`src/rtl/core/bpfa_pkg.sv`:
```
// shared constants, codes and types of the bitmap page frame allocator
package bpfa_pkg;

    // block map geometry; blocks scan in ascending block order
    localparam int NUM_BLOCKS = 64;
    localparam int BLK_W      = $clog2(NUM_BLOCKS);
    localparam int CNT_W      = BLK_W + 1;
    localparam int MAX_JOBS   = 16;
    localparam int JOB_W      = $clog2(MAX_JOBS);

    // input and result field widths
    localparam int ACT_W  = 2;
    localparam int STAT_W = 3;

    // configuration port
    localparam int DATA_W = 64;
    localparam int ADDR_W = 4;
    localparam logic REG_PRESET_IDX = 1'b0;

    // reset values
    localparam logic [DATA_W-1:0] PRESET_RESET = 64'h0000_0000_8100_2A73;
    localparam logic [CNT_W-1:0]  FREE_RESET   = 7'd54;

    // action codes
    localparam logic [ACT_W-1:0] ACT_INIT  = 2'd0;
    localparam logic [ACT_W-1:0] ACT_ALLOC = 2'd1;
    localparam logic [ACT_W-1:0] ACT_FREE  = 2'd2;

    // status codes
    localparam logic [STAT_W-1:0] ST_OK        = 3'd0;
    localparam logic [STAT_W-1:0] ST_TOO_FEW   = 3'd1;
    localparam logic [STAT_W-1:0] ST_UNKNOWN   = 3'd2;
    localparam logic [STAT_W-1:0] ST_NO_JOBS   = 3'd3;
    localparam logic [STAT_W-1:0] ST_ID_IN_USE = 3'd4;

    // one result beat
    typedef struct packed {
        logic [STAT_W-1:0] status;
        logic              block_valid;
        logic [BLK_W-1:0]  page_idx;
        logic [BLK_W-1:0]  block_idx;
        logic [CNT_W-1:0]  free_count;
        logic              last;
    } result_t;

    // owner memory access from the sequencer
    typedef struct packed {
        logic             we;
        logic [BLK_W-1:0] waddr;
        logic [JOB_W-1:0] wdata;
        logic             re;
        logic [BLK_W-1:0] raddr;
    } ram_req_t;

endpackage

```
`src/rtl/core/bitmap_page_frame_allocator.sv`:
```
// top level of the bitmap page frame allocator
// One request at a time: s_ready is high only while the block is idle. A single scan counter
// walks the 64 blocks. Init reloads the map from the preset before its one beat; allocate
// scans upward and emits a beat on each claim; free visits each block in a read state and
// then a check state (the owner tag memory has a registered read) and ends with a last beat;
// rejected requests and zero-block allocates give their status beat from the response state
// once the result register is free. Action 3 is taken and dropped.
// The result register lets the scan go on while a beat waits on m_ready; the scan pauses only
// when a new beat finds the register still full. Blocks are claimed lowest first and released
// in ascending order. The preset map sits in one 64-bit register at address 0.
module bitmap_page_frame_allocator (
    input  logic                          aclk,
    input  logic                          aresetn,
    input  logic                          s_valid,
    output logic                          s_ready,
    input  logic [bpfa_pkg::ACT_W-1:0]    s_action,
    input  logic [bpfa_pkg::JOB_W-1:0]    s_job_id,
    input  logic [bpfa_pkg::CNT_W-1:0]    s_block_count,
    output logic                          m_valid,
    input  logic                          m_ready,
    output logic [bpfa_pkg::STAT_W-1:0]   m_status,
    output logic                          m_block_valid,
    output logic [bpfa_pkg::BLK_W-1:0]    m_page_idx,
    output logic [bpfa_pkg::BLK_W-1:0]    m_block_idx,
    output logic [bpfa_pkg::CNT_W-1:0]    m_free_count,
    output logic                          m_last,
    input  logic                          psel,
    input  logic                          penable,
    input  logic                          pwrite,
    input  logic [bpfa_pkg::ADDR_W-1:0]   paddr,
    input  logic [bpfa_pkg::DATA_W-1:0]   pwdata,
    output logic [bpfa_pkg::DATA_W-1:0]   prdata,
    output logic                          pready
);

    logic [bpfa_pkg::DATA_W-1:0] preset;
    bpfa_pkg::ram_req_t          ram_req;
    logic [bpfa_pkg::JOB_W-1:0]  ram_rdata;
    bpfa_pkg::result_t           m_res;

    // configuration registers
    bpfa_cfg_regs u_cfg (
        .aclk    (aclk),
        .aresetn (aresetn),
        .psel    (psel),
        .penable (penable),
        .pwrite  (pwrite),
        .paddr   (paddr),
        .pwdata  (pwdata),
        .prdata  (prdata),
        .pready  (pready),
        .preset  (preset)
    );

    // owner tags
    bpfa_owner_ram u_ram (
        .aclk  (aclk),
        .req   (ram_req),
        .rdata (ram_rdata)
    );

    // sequencer and scan
    bpfa_seq u_seq (
        .aclk          (aclk),
        .aresetn       (aresetn),
        .s_valid       (s_valid),
        .s_ready       (s_ready),
        .s_action      (s_action),
        .s_job_id      (s_job_id),
        .s_block_count (s_block_count),
        .preset        (preset),
        .ram_req       (ram_req),
        .ram_rdata     (ram_rdata),
        .m_res         (m_res),
        .m_valid       (m_valid),
        .m_ready       (m_ready)
    );

    // result beat fields
    assign m_status      = m_res.status;
    assign m_block_valid = m_res.block_valid;
    assign m_page_idx    = m_res.page_idx;
    assign m_block_idx   = m_res.block_idx;
    assign m_free_count  = m_res.free_count;
    assign m_last        = m_res.last;

endmodule

```
`src/rtl/core/bpfa_cfg_regs.sv`:
```
// apb register file holding the preset occupancy map
module bpfa_cfg_regs (
    input  logic                       aclk,
    input  logic                       aresetn,
    input  logic                       psel,
    input  logic                       penable,
    input  logic                       pwrite,
    input  logic [bpfa_pkg::ADDR_W-1:0] paddr,
    input  logic [bpfa_pkg::DATA_W-1:0] pwdata,
    output logic [bpfa_pkg::DATA_W-1:0] prdata,
    output logic                       pready,
    output logic [bpfa_pkg::DATA_W-1:0] preset
);

    logic [bpfa_pkg::DATA_W-1:0] preset_reg;
    logic [bpfa_pkg::DATA_W-1:0] preset_next;
    logic                        sel_preset;

    // register decode on the 8-byte slot
    assign sel_preset = (paddr[bpfa_pkg::ADDR_W-1] == bpfa_pkg::REG_PRESET_IDX);

    // write on the access phase
    always_comb begin
        preset_next = preset_reg;
        if (psel && penable && pwrite && pready && sel_preset) begin
            preset_next = pwdata;
        end
    end

    always_ff @(posedge aclk) begin
        if (!aresetn) begin
            preset_reg <= bpfa_pkg::PRESET_RESET;
        end else begin
            preset_reg <= preset_next;
        end
    end

    // read back
    assign prdata = sel_preset ? preset_reg : '0;
    assign pready = 1'b1;
    assign preset = preset_reg;

endmodule

```
`src/rtl/core/bpfa_owner_ram.sv`:
```
// owner tag memory, one write and one registered read port
module bpfa_owner_ram (
    input  logic                        aclk,
    input  bpfa_pkg::ram_req_t          req,
    output logic [bpfa_pkg::JOB_W-1:0]  rdata
);

    logic [bpfa_pkg::JOB_W-1:0] mem [bpfa_pkg::NUM_BLOCKS];
    logic [bpfa_pkg::JOB_W-1:0] rdata_reg;

    // write port
    always_ff @(posedge aclk) begin
        if (req.we) begin
            mem[req.waddr] <= req.wdata;
        end
    end

    // read port, data holds until the next read
    always_ff @(posedge aclk) begin
        if (req.re) begin
            rdata_reg <= mem[req.raddr];
        end
    end

    assign rdata = rdata_reg;

endmodule

```
`src/rtl/core/bpfa_seq.sv`:
```
// sequencer with the shared block scan unit, map state and result register
module bpfa_seq (
    input  logic                         aclk,
    input  logic                         aresetn,
    input  logic                         s_valid,
    output logic                         s_ready,
    input  logic [bpfa_pkg::ACT_W-1:0]   s_action,
    input  logic [bpfa_pkg::JOB_W-1:0]   s_job_id,
    input  logic [bpfa_pkg::CNT_W-1:0]   s_block_count,
    input  logic [bpfa_pkg::DATA_W-1:0]  preset,
    output bpfa_pkg::ram_req_t           ram_req,
    input  logic [bpfa_pkg::JOB_W-1:0]   ram_rdata,
    output bpfa_pkg::result_t            m_res,
    output logic                         m_valid,
    input  logic                         m_ready
);

    localparam int BLK_W = bpfa_pkg::BLK_W;
    localparam int CNT_W = bpfa_pkg::CNT_W;
    localparam int NB    = bpfa_pkg::NUM_BLOCKS;
    localparam int NJ    = bpfa_pkg::MAX_JOBS;
    localparam logic [BLK_W-1:0] LAST_IDX = BLK_W'(NB - 1);

    // sequencer states
    localparam logic [2:0] S_IDLE     = 3'd0;
    localparam logic [2:0] S_INIT     = 3'd1;
    localparam logic [2:0] S_RESP     = 3'd2;
    localparam logic [2:0] S_ALLOC    = 3'd3;
    localparam logic [2:0] S_FREE_RD  = 3'd4;
    localparam logic [2:0] S_FREE_CHK = 3'd5;
    localparam logic [2:0] S_FLUSH    = 3'd6;

    logic [2:0]                  state_reg, state_next;
    logic [BLK_W-1:0]            idx_reg, idx_next;
    logic [BLK_W-1:0]            page_reg, page_next;
    logic [CNT_W-1:0]            count_reg, count_next;
    logic [bpfa_pkg::JOB_W-1:0]  job_reg, job_next;
    logic [bpfa_pkg::STAT_W-1:0] status_reg, status_next;
    logic [NB-1:0]               map_reg, map_next;
    logic [NB-1:0]               held_reg, held_next;
    logic [NJ-1:0]               active_reg, active_next;
    logic [CNT_W-1:0]            free_reg, free_next;
    logic                        pend_valid_reg, pend_valid_next;
    bpfa_pkg::result_t           pend_reg, pend_next;
    bpfa_pkg::result_t           out_reg, out_next;
    logic                        out_valid_reg, out_valid_next;

    logic             can_emit;
    logic             hit;
    logic [CNT_W-1:0] free_after;

    assign can_emit   = !out_valid_reg || m_ready;
    assign hit        = held_reg[idx_reg] && (ram_rdata == job_reg);
    assign free_after = free_reg + {{(CNT_W-1){1'b0}}, map_reg[idx_reg]};

    // next-state logic
    always_comb begin
        state_next      = state_reg;
        idx_next        = idx_reg;
        page_next       = page_reg;
        count_next      = count_reg;
        job_next        = job_reg;
        status_next     = status_reg;
        map_next        = map_reg;
        held_next       = held_reg;
        active_next     = active_reg;
        free_next       = free_reg;
        pend_valid_next = pend_valid_reg;
        pend_next       = pend_reg;
        out_next        = out_reg;
        out_valid_next  = out_valid_reg && !m_ready;
        ram_req         = '0;

        unique case (state_reg)
            S_IDLE: begin
                if (s_valid) begin
                    job_next        = s_job_id;
                    count_next      = s_block_count;
                    idx_next        = '0;
                    page_next       = '0;
                    pend_valid_next = 1'b0;
                    unique case (s_action)
                        bpfa_pkg::ACT_INIT: begin
                            free_next   = '0;
                            held_next   = '0;
                            active_next = '0;
                            state_next  = S_INIT;
                        end
                        bpfa_pkg::ACT_ALLOC: begin
                            if (s_block_count > free_reg) begin
                                status_next = bpfa_pkg::ST_TOO_FEW;
                                state_next  = S_RESP;
                            end else if (active_reg[s_job_id]) begin
                                status_next = bpfa_pkg::ST_ID_IN_USE;
                                state_next  = S_RESP;
                            end else begin
                                active_next[s_job_id] = 1'b1;
                                if (s_block_count == '0) begin
                                    status_next = bpfa_pkg::ST_OK;
                                    state_next  = S_RESP;
                                end else begin
                                    state_next = S_ALLOC;
                                end
                            end
                        end
                        bpfa_pkg::ACT_FREE: begin
                            if (active_reg == '0) begin
                                status_next = bpfa_pkg::ST_NO_JOBS;
                                state_next  = S_RESP;
                            end else if (!active_reg[s_job_id]) begin
                                status_next = bpfa_pkg::ST_UNKNOWN;
                                state_next  = S_RESP;
                            end else begin
                                active_next[s_job_id] = 1'b0;
                                state_next = S_FREE_RD;
                            end
                        end
                        default: begin
                            // undefined action, dropped without a result
                            state_next = S_IDLE;
                        end
                    endcase
                end
            end

            // reload the map one block a cycle and recount the free ones
            S_INIT: begin
                map_next[idx_reg] = preset[idx_reg];
                free_next = free_reg + {{(CNT_W-1){1'b0}}, ~preset[idx_reg]};
                if (idx_reg == LAST_IDX) begin
                    status_next = bpfa_pkg::ST_OK;
                    state_next  = S_RESP;
                end else begin
                    idx_next = idx_reg + 1'b1;
                end
            end

            // single status beat
            S_RESP: begin
                if (can_emit) begin
                    out_next.status      = status_reg;
                    out_next.block_valid = 1'b0;
                    out_next.page_idx    = '0;
                    out_next.block_idx   = '0;
                    out_next.free_count  = free_reg;
                    out_next.last        = 1'b1;
                    out_valid_next       = 1'b1;
                    state_next           = S_IDLE;
                end
            end

            // claim the lowest free blocks, one beat per claim
            S_ALLOC: begin
                if (map_reg[idx_reg]) begin
                    idx_next = idx_reg + 1'b1;
                end else if (can_emit) begin
                    map_next[idx_reg]    = 1'b1;
                    held_next[idx_reg]   = 1'b1;
                    free_next            = free_reg - 1'b1;
                    ram_req.we           = 1'b1;
                    ram_req.waddr        = idx_reg;
                    ram_req.wdata        = job_reg;
                    out_next.status      = bpfa_pkg::ST_OK;
                    out_next.block_valid = 1'b1;
                    out_next.page_idx    = page_reg;
                    out_next.block_idx   = idx_reg;
                    out_next.free_count  = free_reg - 1'b1;
                    out_next.last        = ({1'b0, page_reg} == count_reg - 1'b1);
                    out_valid_next       = 1'b1;
                    page_next            = page_reg + 1'b1;
                    idx_next             = idx_reg + 1'b1;
                    if ({1'b0, page_reg} == count_reg - 1'b1) begin
                        state_next = S_IDLE;
                    end
                end
            end

            // fetch the owner tag of the current block
            S_FREE_RD: begin
                ram_req.re    = 1'b1;
                ram_req.raddr = idx_reg;
                state_next    = S_FREE_CHK;
            end

            // release owned blocks; one is held back so the final beat can be marked
            S_FREE_CHK: begin
                if (!(hit && pend_valid_reg && !can_emit)) begin
                    if (hit) begin
                        if (pend_valid_reg) begin
                            out_next       = pend_reg;
                            out_next.last  = 1'b0;
                            out_valid_next = 1'b1;
                        end
                        held_next[idx_reg]    = 1'b0;
                        map_next[idx_reg]     = 1'b0;
                        free_next             = free_after;
                        pend_next.status      = bpfa_pkg::ST_OK;
                        pend_next.block_valid = 1'b1;
                        pend_next.page_idx    = page_reg;
                        pend_next.block_idx   = idx_reg;
                        pend_next.free_count  = free_after;
                        pend_next.last        = 1'b0;
                        pend_valid_next       = 1'b1;
                        page_next             = page_reg + 1'b1;
                    end
                    if (idx_reg == LAST_IDX) begin
                        state_next = S_FLUSH;
                    end else begin
                        idx_next   = idx_reg + 1'b1;
                        state_next = S_FREE_RD;
                    end
                end
            end

            // final beat of a free
            S_FLUSH: begin
                if (can_emit) begin
                    if (pend_valid_reg) begin
                        out_next = pend_reg;
                    end else begin
                        out_next.status      = bpfa_pkg::ST_OK;
                        out_next.block_valid = 1'b0;
                        out_next.page_idx    = '0;
                        out_next.block_idx   = '0;
                        out_next.free_count  = free_reg;
                    end
                    out_next.last   = 1'b1;
                    out_valid_next  = 1'b1;
                    pend_valid_next = 1'b0;
                    state_next      = S_IDLE;
                end
            end

            default: begin
                state_next = S_IDLE;
            end
        endcase
    end

    // control state
    always_ff @(posedge aclk) begin
        if (!aresetn) begin
            state_reg      <= S_IDLE;
            map_reg        <= bpfa_pkg::PRESET_RESET[NB-1:0];
            held_reg       <= '0;
            active_reg     <= '0;
            free_reg       <= bpfa_pkg::FREE_RESET;
            pend_valid_reg <= 1'b0;
            out_valid_reg  <= 1'b0;
        end else begin
            state_reg      <= state_next;
            map_reg        <= map_next;
            held_reg       <= held_next;
            active_reg     <= active_next;
            free_reg       <= free_next;
            pend_valid_reg <= pend_valid_next;
            out_valid_reg  <= out_valid_next;
        end
    end

    // payload
    always_ff @(posedge aclk) begin
        idx_reg    <= idx_next;
        page_reg   <= page_next;
        count_reg  <= count_next;
        job_reg    <= job_next;
        status_reg <= status_next;
        pend_reg   <= pend_next;
        out_reg    <= out_next;
    end

    assign s_ready = (state_reg == S_IDLE);
    assign m_res   = out_reg;
    assign m_valid = out_valid_reg;

endmodule

```
`config.mk`:
```
export PLATFORM = sky130hd
export DESIGN_NAME = bitmap_page_frame_allocator
export DESIGN_NICKNAME = d
export VERILOG_FILES = /design/src/rtl/core/bpfa_pkg.sv /design/src/rtl/core/bitmap_page_frame_allocator.sv /design/src/rtl/core/bpfa_cfg_regs.sv /design/src/rtl/core/bpfa_owner_ram.sv /design/src/rtl/core/bpfa_seq.sv
export SDC_FILE = /design/constraint.sdc
export NUM_CORES = 1
export LEC_CHECK = 0
export ABC_CLOCK_PERIOD_IN_PS = 4500
export BUFFER_PORTS_ARGS = -buffer_cell sky130_fd_sc_hd__buf_4
export CAP_MARGIN = 20
export CORE_MARGIN = 3
export CORE_UTILIZATION = 61
export DETAILED_ROUTE_END_ITERATION = 16
export PLACE_DENSITY = 0.8
export RECOVER_POWER = 25
export SETUP_SLACK_MARGIN = 0.1
export SLEW_MARGIN = 20
export SYNTH_ARGS = -nofsm -noshare
export SYNTH_HDL_FRONTEND = slang
export SYNTH_SLANG_ARGS = --single-unit
```
`constraint.sdc`:
```
create_clock -name aclk -period 4.5 [get_ports aclk]
set_input_delay 1.125 -clock aclk [delete_from_list [all_inputs] [get_ports aclk]]
set_output_delay 1.125 -clock aclk [all_outputs]
set_load 0.05 [all_outputs]
```
; Word-level counts from Yosys, hierarchy flattened
; Memories as Yosys holds them, arrays and structs flattened. A register that Yosys moved wholly into a read port is not among the register bits.
; Cells that the tools add are included.
[op_classes]
n_addsub = 6
div_mod_pow = 0
n_lt_le_gt_ge = 5
n_eq_ne = 31
n_mux = 99
shift = 0
multipliers = 0
reduce_logical = 37
n_bitwise = 11
[op_table]
columns = cell, n
row1 = 64-bit 2-to-1 mux, 11
row2 = 64-bit case mux with 3 select lines, 2
row3 = 24-bit 2-to-1 mux, 7
row4 = 64-bit AND, 2
row5 = 64-bit bitwise OR, 2
row6 = 24-bit case mux with 4 select lines, 1
row7 = 64-bit bitwise mux, 1
row8 = 16-bit 2-to-1 mux, 4
row9 = 64-bit NOT, 1
row10 = 3-bit 2-to-1 mux, 18
row11 = 6-bit 2-to-1 mux, 9
row12 = 7-bit 2-to-1 mux, 7
row13 = 16-bit case mux with 3 select lines, 1
row14 = 11-bit 2-to-1 mux, 3
row15 = 7-bit case mux with 4 select lines, 1
row16 = 7-bit AND reduction, 4
row17 = 6-bit case mux with 4 select lines, 1
row18 = 20-bit 2-to-1 mux, 1
row19 = "2-bit by 1-bit inequality test with 1-bit output, second input constant", 10
row20 = 1-bit binary-select mux with 6-bit select, 3
row21 = 1-bit 2-to-1 mux, 18
row22 = 3-bit case mux with 6 select lines, 1
row23 = 6-bit case mux with 3 select lines, 1
row24 = 16-bit AND, 1
row25 = 47 further kinds, 79
[totals]
reg_bits = 289
n_memories = 1
out_inout_bits = 91
latchBits = 0
input_bits = 88
mem_bits_rw = 256
elab_cells = 212
mem_bits_ro = 0
[mem_list]
columns = memory, words, width, read_ports, rd_clocked_by_memory_dff, write_ports, line_no
row1 = u_ram.mem, 64, 4, 1, 1, 1, bpfa_owner_ram.sv:8  ; logic [bpfa_pkg::JOB_W-1:0] mem [bpfa_pkg::NUM_BLOCKS];

; Longest topological paths before layout
; Gate-level depths: netlist of the first run.
[depth]
word_depth = 9
ltp_mapped = 20
mapped_depth_nobuf = 15

; Hierarchy
; A second synthesis of the first run with hierarchy kept.
[hier_totals]
hier_cells = 2333
hier_area_um2 = 26553.0
[by_module_without_submodules]
columns = mod, seq_area_each_um2, area_each_um2, cells_per_inst, n_inst
row1 = bpfa_seq, 5195.0, 13066.3, 1453, 1
row2 = bpfa_owner_ram, 7807.5, 10396.2, 529, 1
row3 = bpfa_cfg_regs, 1281.2, 3090.5, 351, 1

; Worst setup path after synthesis of the first run
; Ideal clock, no wire load.
[synth_timing]
path_type = reg-to-reg
from = register u_seq.idx_reg[0]
to = register u_seq.out_reg, in the netlist u_seq.m_res[0], enable pin
n_path_buf = 5
path_slack_ps = 626
stages_incl_launch_ff = 14
t_required_ps = 4095
setup_time_ps = 405
period_less_slack_ps = 3874
arrival_ps = 3469
path_cell_list = edfxtp_1 -> buf_6 -> buf_8 -> and2_1 -> a22o_1 -> a221oi_1 -> o22ai_1 -> nor4_4 -> and2_4 -> o2bb2ai_2 -> buf_6 -> buf_2 -> buf_2 -> nor2_1
[synth_between]
elab_chain_cells = 7
word_cells_on_any_way = 11
classes_between = eq/ne (3) / mux (4) / reduce/logical (4)
[synth_rtl]
columns = element, line_no
row1 = "start, declared", bpfa_seq.sv:34  ; logic [BLK_W-1:0] idx_reg, idx_next;
row2 = "start signal, assigned", bpfa_seq.sv:263  ; idx_reg <= idx_next;
row3 = 1-bit binary-select mux with 6-bit select, bpfa_seq.sv:53  ; assign hit = held_reg[idx_reg] && (ram_rdata == job_reg);
row4 = 1-bit 2-to-1 mux (implied by the code), bpfa_seq.sv:53
row5 = 1-bit logical AND, bpfa_seq.sv:53
row6 = 1-bit logical AND (2 in a row), bpfa_seq.sv:187  ; if (!(hit && pend_valid_reg && !can_emit)) begin
row7 = 2-bit inequality test (no source line), n/a
row8 = 8-bit AND reduction (no source line) (*), n/a
row9 = "end signal, assigned", bpfa_seq.sv:269  ; out_reg <= out_next;
row10 = "end, declared", bpfa_seq.sv:45  ; bpfa_pkg::result_t out_reg, out_next;
; Mark *: on every way between the ends. The rest lies on a longest branch, timed or not. The select of a mux whose other input is x is not followed.
; A chain may end at the register's enable or synchronous reset.

==> results by group, run 1 <==
Global routing
  • Global route total overflow: 0
  • First-pass GRT wire length: about 110000 um
  • Number of antenna violations at the first check in global routing: 0
  • Total GRT Usage: 31.1%
  • Vias in the first global route: 19700
  • Largest net degree at the start of global routing: 94

Setup path
  • Flop2flop setup slack: 0.40 ns
  • CP Launch Type: register
  • Worst r2r dst: u_seq.m_res[4]
  • Worst-path maximum fanout: 22
  • FF-to-FF path depth: 8
  • WP data required: 4.84 ns
  • Crit path kind: reg -> reg
  • CP Capture Type: register
  • Worst r2r src: u_seq.state_reg[1]
  • Arrival @ worst endpoint: between 4 and 5 ns

STA
  • Final hold viol count: 0
  • Rel. slew slack: -45.7%
  • Period minus WS final: 4.10 ns
  • RSZ-0062 raised after global routing: false
  • Final period util: about nine tenths
  • Clock skew: between 0.015 and 0.02 ns
  • Setup violators final: 0
  • Min setup slack post-route: 0.396 ns
  • Max Clk Rate: 244 MHz
  • Slew @ Worst Pin: 2.18 ns
  • Total negative slack: 0 ns
  • Max-slew violation count: 108

Logic synthesis
  • Distinct cells, synth: 72
  • Synth warnings: 0
  • Syn_nets: 2556
  • Post-synth ARST share: 0%
  • Synthesized area: approximately 26000 um2
  • Syn Area/Cell: 10.6 um2
  • Yosys reg bits: 549
  • Sequential fraction of the synthesis area: 55.2%
  • Ys flop type: edfxtp_1
  • Mapped Cells: 2449
  • Post-synth EDFFs: 329

Clocking
  • CTS tree: yes
  • CTS Buf Count: 53
  • Post-CTS Setup Bufs: 0
  • Hold buffer count at CTS: 0
  • Root Buffer: clkbuf_16
  • Clk Latency, worst-skew pair: 0.60 ns
  • H-Tree Level Count: 2
  • PostCTS Resize Cnt: 0
  • CTS Buffer Depth: 3
  • Worst-path clk slew: 0.06 ns
  • Sinks on the clock net: 549

Power and ir drop
  • LEAKAGE: 0.0106 uW
  • Comb power frac: between 20% and 30%
  • P_int: 9420 uW
  • Peak supply drop: 0.328 mV
  • NetSw: 5160 uW
  • PwrDens: 503 nW/um2
  • Switching share of power: 35.4%
  • Clock power frac: 30.1%
  • Reg power frac: 40.1%

Routing
  • Final ANT Viol Nets: 0
  • Wire length per cell: 22.6 um
  • Vias per cell: 6.56
  • Drc violations: 0
  • Drt first pass iters: 7
  • Vias: 20400
  • WL final: 70200 um
  • Initial DRC count: 2878

Die
  • Die area: 45000 um2
  • Initial core utilization: between 60% and 70%
  • Top-Level Pins: 179
  • Die Ht: about 210 um
  • Core area: roughly 41000 um2
  • Placement row count: 74
  • Die Wd: 212 um

Placed design
  • IO Port Bufs: 174
  • Post-Place Worst Slack: 0.384 ns
  • GP Congestion: ~0.91
  • Hpwl dp: 45800 um
  • Area after DPL: ~28000 um2
  • Placed insts: 3016

Layout
  • Filler Cell Count: between 2000 and 3000
  • Post-route cell area: 29000 um2
  • Share of cells above drive strength 1: about an eighth
  • Nets: 2646
  • Layout Cells excl Fill: 3114
  • Synth-to-layout area growth: 11.9%
  • Diodes inserted: 0
  • Final core utilization: 70.0%

Worst hold path
  • Worst Hold Depth: 2
  • Worst hold-check path type: reg -> reg

Job
  • Max_cap viols: 2

Status
  • Status: complete, but fails checks
  • Failing checks: max-capacitance violations, max-slew violations
-- metal layers --
layer  GRT usage, %  up-vias  share of wire, %
li1               -     9173                 -
met4           11.4        0               3.7
met3           6.05      211                11
met2           49.1     1287                46
met5              0        -                 0
met1           43.5     9752                39
-- cell type report --
cell class | count | area (um2) | area share, %
Multi-Input combinational cell | 1595 | 10400 | 35.9
Clock inverter | 26 | 234 | 0.808
Clock buffer | 72 | 1460 | 5.04
Timing Repair Buffer | 240 | 1540 | 5.31
Tap cell | 532 | 666 | 2.30
Inverter | 100 | 378 | 1.30
Sequential cell | 549 | 14300 | 49.3
-- placed cells by master, fill, tap and decap left out, types with 36 or more instances in the layout --
master and instances:
edfxtp_1 329, nand2_1 316, a21oi_1 247, dfxtp_1 220, nor2_1 165, buf_4 135
o21ai_0 131, clkbuf_1 110, inv_1 97, mux2i_1 96, nor2b_1 82, mux4_2 63
clkbuf_16 54, a211oi_1 46, nor4_1 45, a22oi_1 42, nand3_1 36
-- worst max-delay path by stage --
stage	cells past startpoint	endpoint	start	slack, ns
after detailed placement	9	u_seq.m_res[12]	u_seq.idx_reg[1]	0.38
final	8	u_seq.m_res[4]	u_seq.state_reg[1]	0.40
after CTS	9	u_seq.m_res[11]	u_seq.idx_reg[1]	0.37
after floorplan	13	u_seq.m_res[0]	u_seq.idx_reg[0]	0.63
after global placement	9	u_seq.m_res[12]	u_seq.idx_reg[1]	0.51
after global routing	8	u_seq.m_res[4]	u_seq.state_reg[1]	0.17
-- synth_stat cells, types with 19 or more instances --
cell type | count | area share, %
edfxtp_1 | 329 | 38
nand2_1 | 317 | 4.6
a21oi_1 | 247 | 4.8
dfxtp_1 | 220 | 17
nor2_1 | 168 | 2.4
clkbuf_1 | 149 | 2.2
o21ai_0 | 131 | 2.5
inv_1 | 97 | 1.4
mux2i_1 | 96 | 3.7
nor2b_1 | 82 | 2.0
mux4_2 | 63 | 5.5
a211oi_1 | 46 | 1.3
nor4_1 | 46 | 1.1
a22oi_1 | 42 | 1.2
nand3_1 | 36 | 0.70
a221oi_1 | 31 | 1.0
buf_2 | 31 | 0.60
nor3_1 | 25 | 0.48
ha_1 | 19 | 0.92
or2_2 | 19 | 0.46
-- critical path: stages, from the launching register on --
cell and delay, ns:
dfxtp_1 0.33, clkbuf_1 0.71, nand2_1 0.27, nor2_1 0.55, clkbuf_1 0.93, nor2_1 0.31, inv_1 0.26, o21ai_0 0.12
a221o_1 0.36
-- power by group through the flow --
| stage | logic [uW] | clock network [uW] | registers (uW) |
|---|---|---|---|
| after floorplan | 2710 | 0 | 6090 |
| after global placement | 4230 | 0 | 5930 |
| after detailed placement | 4310 | 0 | 5950 |
| after CTS | 4340 | 4410 | 5840 |
| after global routing | 4580 | 4620 | 5870 |
| final | 4350 | 4390 | 5840 |
-- cell families (layout without fill, tap and decap cells) --
logic type | after synthesis | after routing | synth area share [%]
flip-flops | 549 | 549 | 55.2
adder cells (fa/ha/maj) | 19 | 19 | 0.918
AO/OA/AOI/OAI | 617 | 617 | 14.7
multiplexers | 171 | 171 | 9.71
AND/OR/NAND/NOR | 761 | 761 | 13.7
XOR/XNOR | 26 | 26 | 0.879
buffers and inverters | 305 | 438 | 4.89
other | 1 | 1 | 0.0145
-- through the flow --
step | total power (uW) | hold slack, ns
CTS | 14600 | 0.461
floorplan | 8800 | 0.424
global route | 15100 | 0.472
finish | 14600 | 0.463
detailed placement | 10300 | 0.450
global placement | 10200 | 0.438
No activity file was read; power rests on OpenSTA's default activity.
==> run 2, diff against run 1 <==
- CELL_PAD_IN_SITES_DETAIL_PLACEMENT: default -> 1
- CELL_PAD_IN_SITES_GLOBAL_PLACEMENT: default -> 2
- CORE_UTILIZATION: 61 -> 40
==> run 2 against run 1 <==
The run still ends with max-capacitance violations, max-slew violations left. Via count shrank 0.72%. First-iteration DRC count down 51%. Clock power is 18% higher. Worst hold slack worse by 0.0038 ns. Combinational power grew 8.3%. Sequential cell count stayed put. Core utilization fell by 23 points. Cell count increased by 11%. Global-route usage down 6.4 points. Setup slack worse by 0.14 ns. Clock skew up 0.0026 ns. Sequential power hardly changed. Critical path type unchanged. Largest cell class unchanged. Largest power group unchanged.
==> results by group, run 2 (synthesis gave the netlist of run 1 again) <==
Status
  • Status: complete, but fails checks (unchanged)
  • Failing checks: max-capacitance violations, max-slew violations (unchanged)

Routing
  • Drc violations: 0 (unchanged)
  • Initial DRC count: 1422 (was 2878)
  • Vias: 20300 (was 20400)
  • Final ANT Viol Nets: 0 (unchanged)
  • Drt first pass iters: 5 (was 7)
  • Vias per cell: 5.84 (was 6.56)
  • Wire length per cell: 24.4 um (was 22.6 um)
  • WL final: 84900 um (was 70200 um)

Setup path
  • CP Capture Type: register (unchanged)
  • Flop2flop setup slack: 0.26 ns (was 0.40 ns)
  • WP data required: 4.98 ns (was 4.84 ns)
  • Worst-path maximum fanout: 19 (was 22)
  • CP Launch Type: register (unchanged)
  • Worst r2r src: u_seq.idx_reg[3] (was u_seq.state_reg[1])
  • Crit path kind: reg -> reg (unchanged)
  • FF-to-FF path depth: 11 (was 8)
  • Arrival @ worst endpoint: 4.72 ns (was 4.44 ns)

Clocking
  • Clk Latency, worst-skew pair: 0.63 ns (was 0.60 ns)
  • CTS Buf Count: 58 (was 53)
  • Worst-path clk slew: 0.06 ns (about the same)
  • H-Tree Level Count: 2 (unchanged)
  • CTS tree: yes (unchanged)
  • Post-CTS Setup Bufs: 0 (unchanged)
  • CTS Buffer Depth: 3 (unchanged)
  • Root Buffer: clkbuf_16 (unchanged)
  • Hold buffer count at CTS: 0 (unchanged)
  • Sinks on the clock net: 549 (unchanged)

Worst hold path
  • Worst hold-check path type: reg -> reg (unchanged)
  • Worst Hold Depth: 2 (unchanged)

Global routing
  • Busiest grt layer: met2 (unchanged)
  • Global route total overflow: 0 (unchanged)
  • First-pass GRT wire length: 130000 um (was 110000 um)
  • Total GRT Usage: 24.7% (was 31.1%)
  • Vias in the first global route: 21200 (was 19700)
  • Number of antenna violations at the first check in global routing: 0 (unchanged)
  • Met3 Use GR: 3.41% (was 6.05%)
  • Met2 usage: 42.5% (was 49.1%)
  • GR Util met1: 32.8% (was 43.5%)
  • Largest net degree at the start of global routing: 88 (was 94)

STA
  • Final period util: 94.2% (was 91.2%)
  • Max Clk Rate: 236 MHz (was 244 MHz)
  • Clock skew: 0.0206 ns (was 0.0180 ns)
  • Setup violators final: 0 (unchanged)
  • Total negative slack: 0 ns (unchanged)
  • Final hold viol count: 0 (unchanged)
  • RSZ-0062 raised after global routing: false (unchanged)
  • Rel. slew slack: -9.24% (was -45.7%)
  • Slew @ Worst Pin: 1.64 ns (was 2.18 ns)
  • Max-slew violation count: 79 (was 108)
  • Period minus WS final: 4.24 ns (was 4.10 ns)

Layout
  • Commonest non-fill, non-tap cell in the layout: edfxtp_1 (unchanged)
  • Share of cells above drive strength 1: 14.6% (was 12.8%)
  • Nets: 2682 (was 2646)
  • Diodes inserted: 0 (unchanged)
  • Commonest non-fill, non-tap cells in the layout: edfxtp_1, nand2_1, a21oi_1 (unchanged)
  • Synth-to-layout area growth: 16.1% (was 11.9%)
  • Final core utilization: 47.3% (was 70.0%)

Placed design
  • IO Port Bufs: 174 (unchanged)
  • Hpwl dp: 56900 um (was 45800 um)
  • GP Congestion: 0.836 (was 0.905)

Power and ir drop
  • PwrDens: 522 nW/um2 (was 503 nW/um2)
  • LEAKAGE: 0.0110 uW (was 0.0106 uW)
  • Peak supply drop: 0.298 mV (was 0.328 mV)

Job
  • Max_cap viols: 1 (was 2)

Die
  • Die Wd: 260 um (was 212 um)
  • Placement row count: 92 (was 74)
  • Core area: 63500 um2 (was 41400 um2)
  • Top-Level Pins: 179 (unchanged)
  • Die Ht: 260 um (was 212 um)
  • Initial core utilization: 40.8% (was 62.6%)
  • Die area: 67800 um2 (was 45000 um2)
==> run 2: cell count changes in the layout (fill, tap and decap cells not counted), moves of 4 or more <==
cell and change:
clkbuf_1 -4, clkinv_1 -4, buf_12 +9, clkbuf_8 +9
buf_4 +20, clkbuf_16 +8, clkinvlp_4 +4
==> run 2: per-layer routing <==
| metal | up-vias | wire length, um |
|---|---|---|
| li1 | 9246 | - |
| met5 | - | 0 |
| met3 | 108 | 4490 |
| met4 | 0 | 1990 |
| met1 | 10300 | 36300 |
| met2 | 603 | 42100 |
==> run 2: layout make-up <==
cell class / instances / area [um2]
timing repair buffer: 271 / 1880
tap: 846 / 1060
inverter: 100 / 378
clock inverter: 24 / 304
multi-input combinational: 1595 / 10400
fill: 6937 / 33500
clock buffer: 86 / 1770
sequential: 549 / 14300
==> run 2: worst max-delay path by stage <==
stage | startpoint | end | slack [ns] | cells past startpoint
global route | u_seq.idx_reg[3] | u_seq.free_reg[6] | 0.08 | 14
finish | u_seq.idx_reg[3] | register | 0.26 | 11
detailed placement | u_seq.idx_reg[0] | register | 0.46 | 13
floorplan | u_seq.idx_reg[0] | u_seq.m_res[0] | 0.63 | 13
CTS | u_seq.idx_reg[1] | register | 0.48 | 13
global placement | u_seq.idx_reg[0] | register | 0.52 | 13
==> run 2: stage by stage <==
| stage | total power (uW) | area, um2 | instances | setup slack (ns) | hold slack [ns] |
|---|---|---|---|---|---|
| 2_1_floorplan | 8800 | 25900 | 2449 | 0.626 | 0.424 |
| 3_3_place_gp | 10600 | 28400 | 3361 | 0.521 | 0.440 |
| 3_5_place_dp | 10700 | 28400 | 3361 | 0.459 | 0.452 |
| 4_1_cts | 15900 | 30400 | 3471 | 0.480 | 0.461 |
| 5_1_grt | 16300 | 30100 | 3471 | 0.0797 | 0.476 |
| 6_report | 15700 | 30100 | 3471 | 0.260 | 0.459 |
==> run 2: repair_timing <==
action	CTS	global route
resized for setup	0	1
endpoints found under the hold margin	0	0
endpoints found under the setup margin	0	1
==> run 2: power by group <==
| part | total, uW | switching (uW) | internal (uW) |
|---|---|---|---|
| registers | 5810 | 184 | 5620 |
| clock network | 5160 | 2090 | 3070 |
| logic | 4710 | 3320 | 1390 |
==> run 2: worst max-delay path, stage by stage, from the launching register on <==
cell and delay, ns:
edfxtp_1 0.35, clkbuf_1 0.85, and3b_1 0.56, nand3_1 0.19, nand4_1 0.16, nor3_1 0.07
buf_4 0.16, or3_1 0.43, buf_4 0.16, a21o_1 0.26, nor4_4 0.72, a21oi_1 0.16
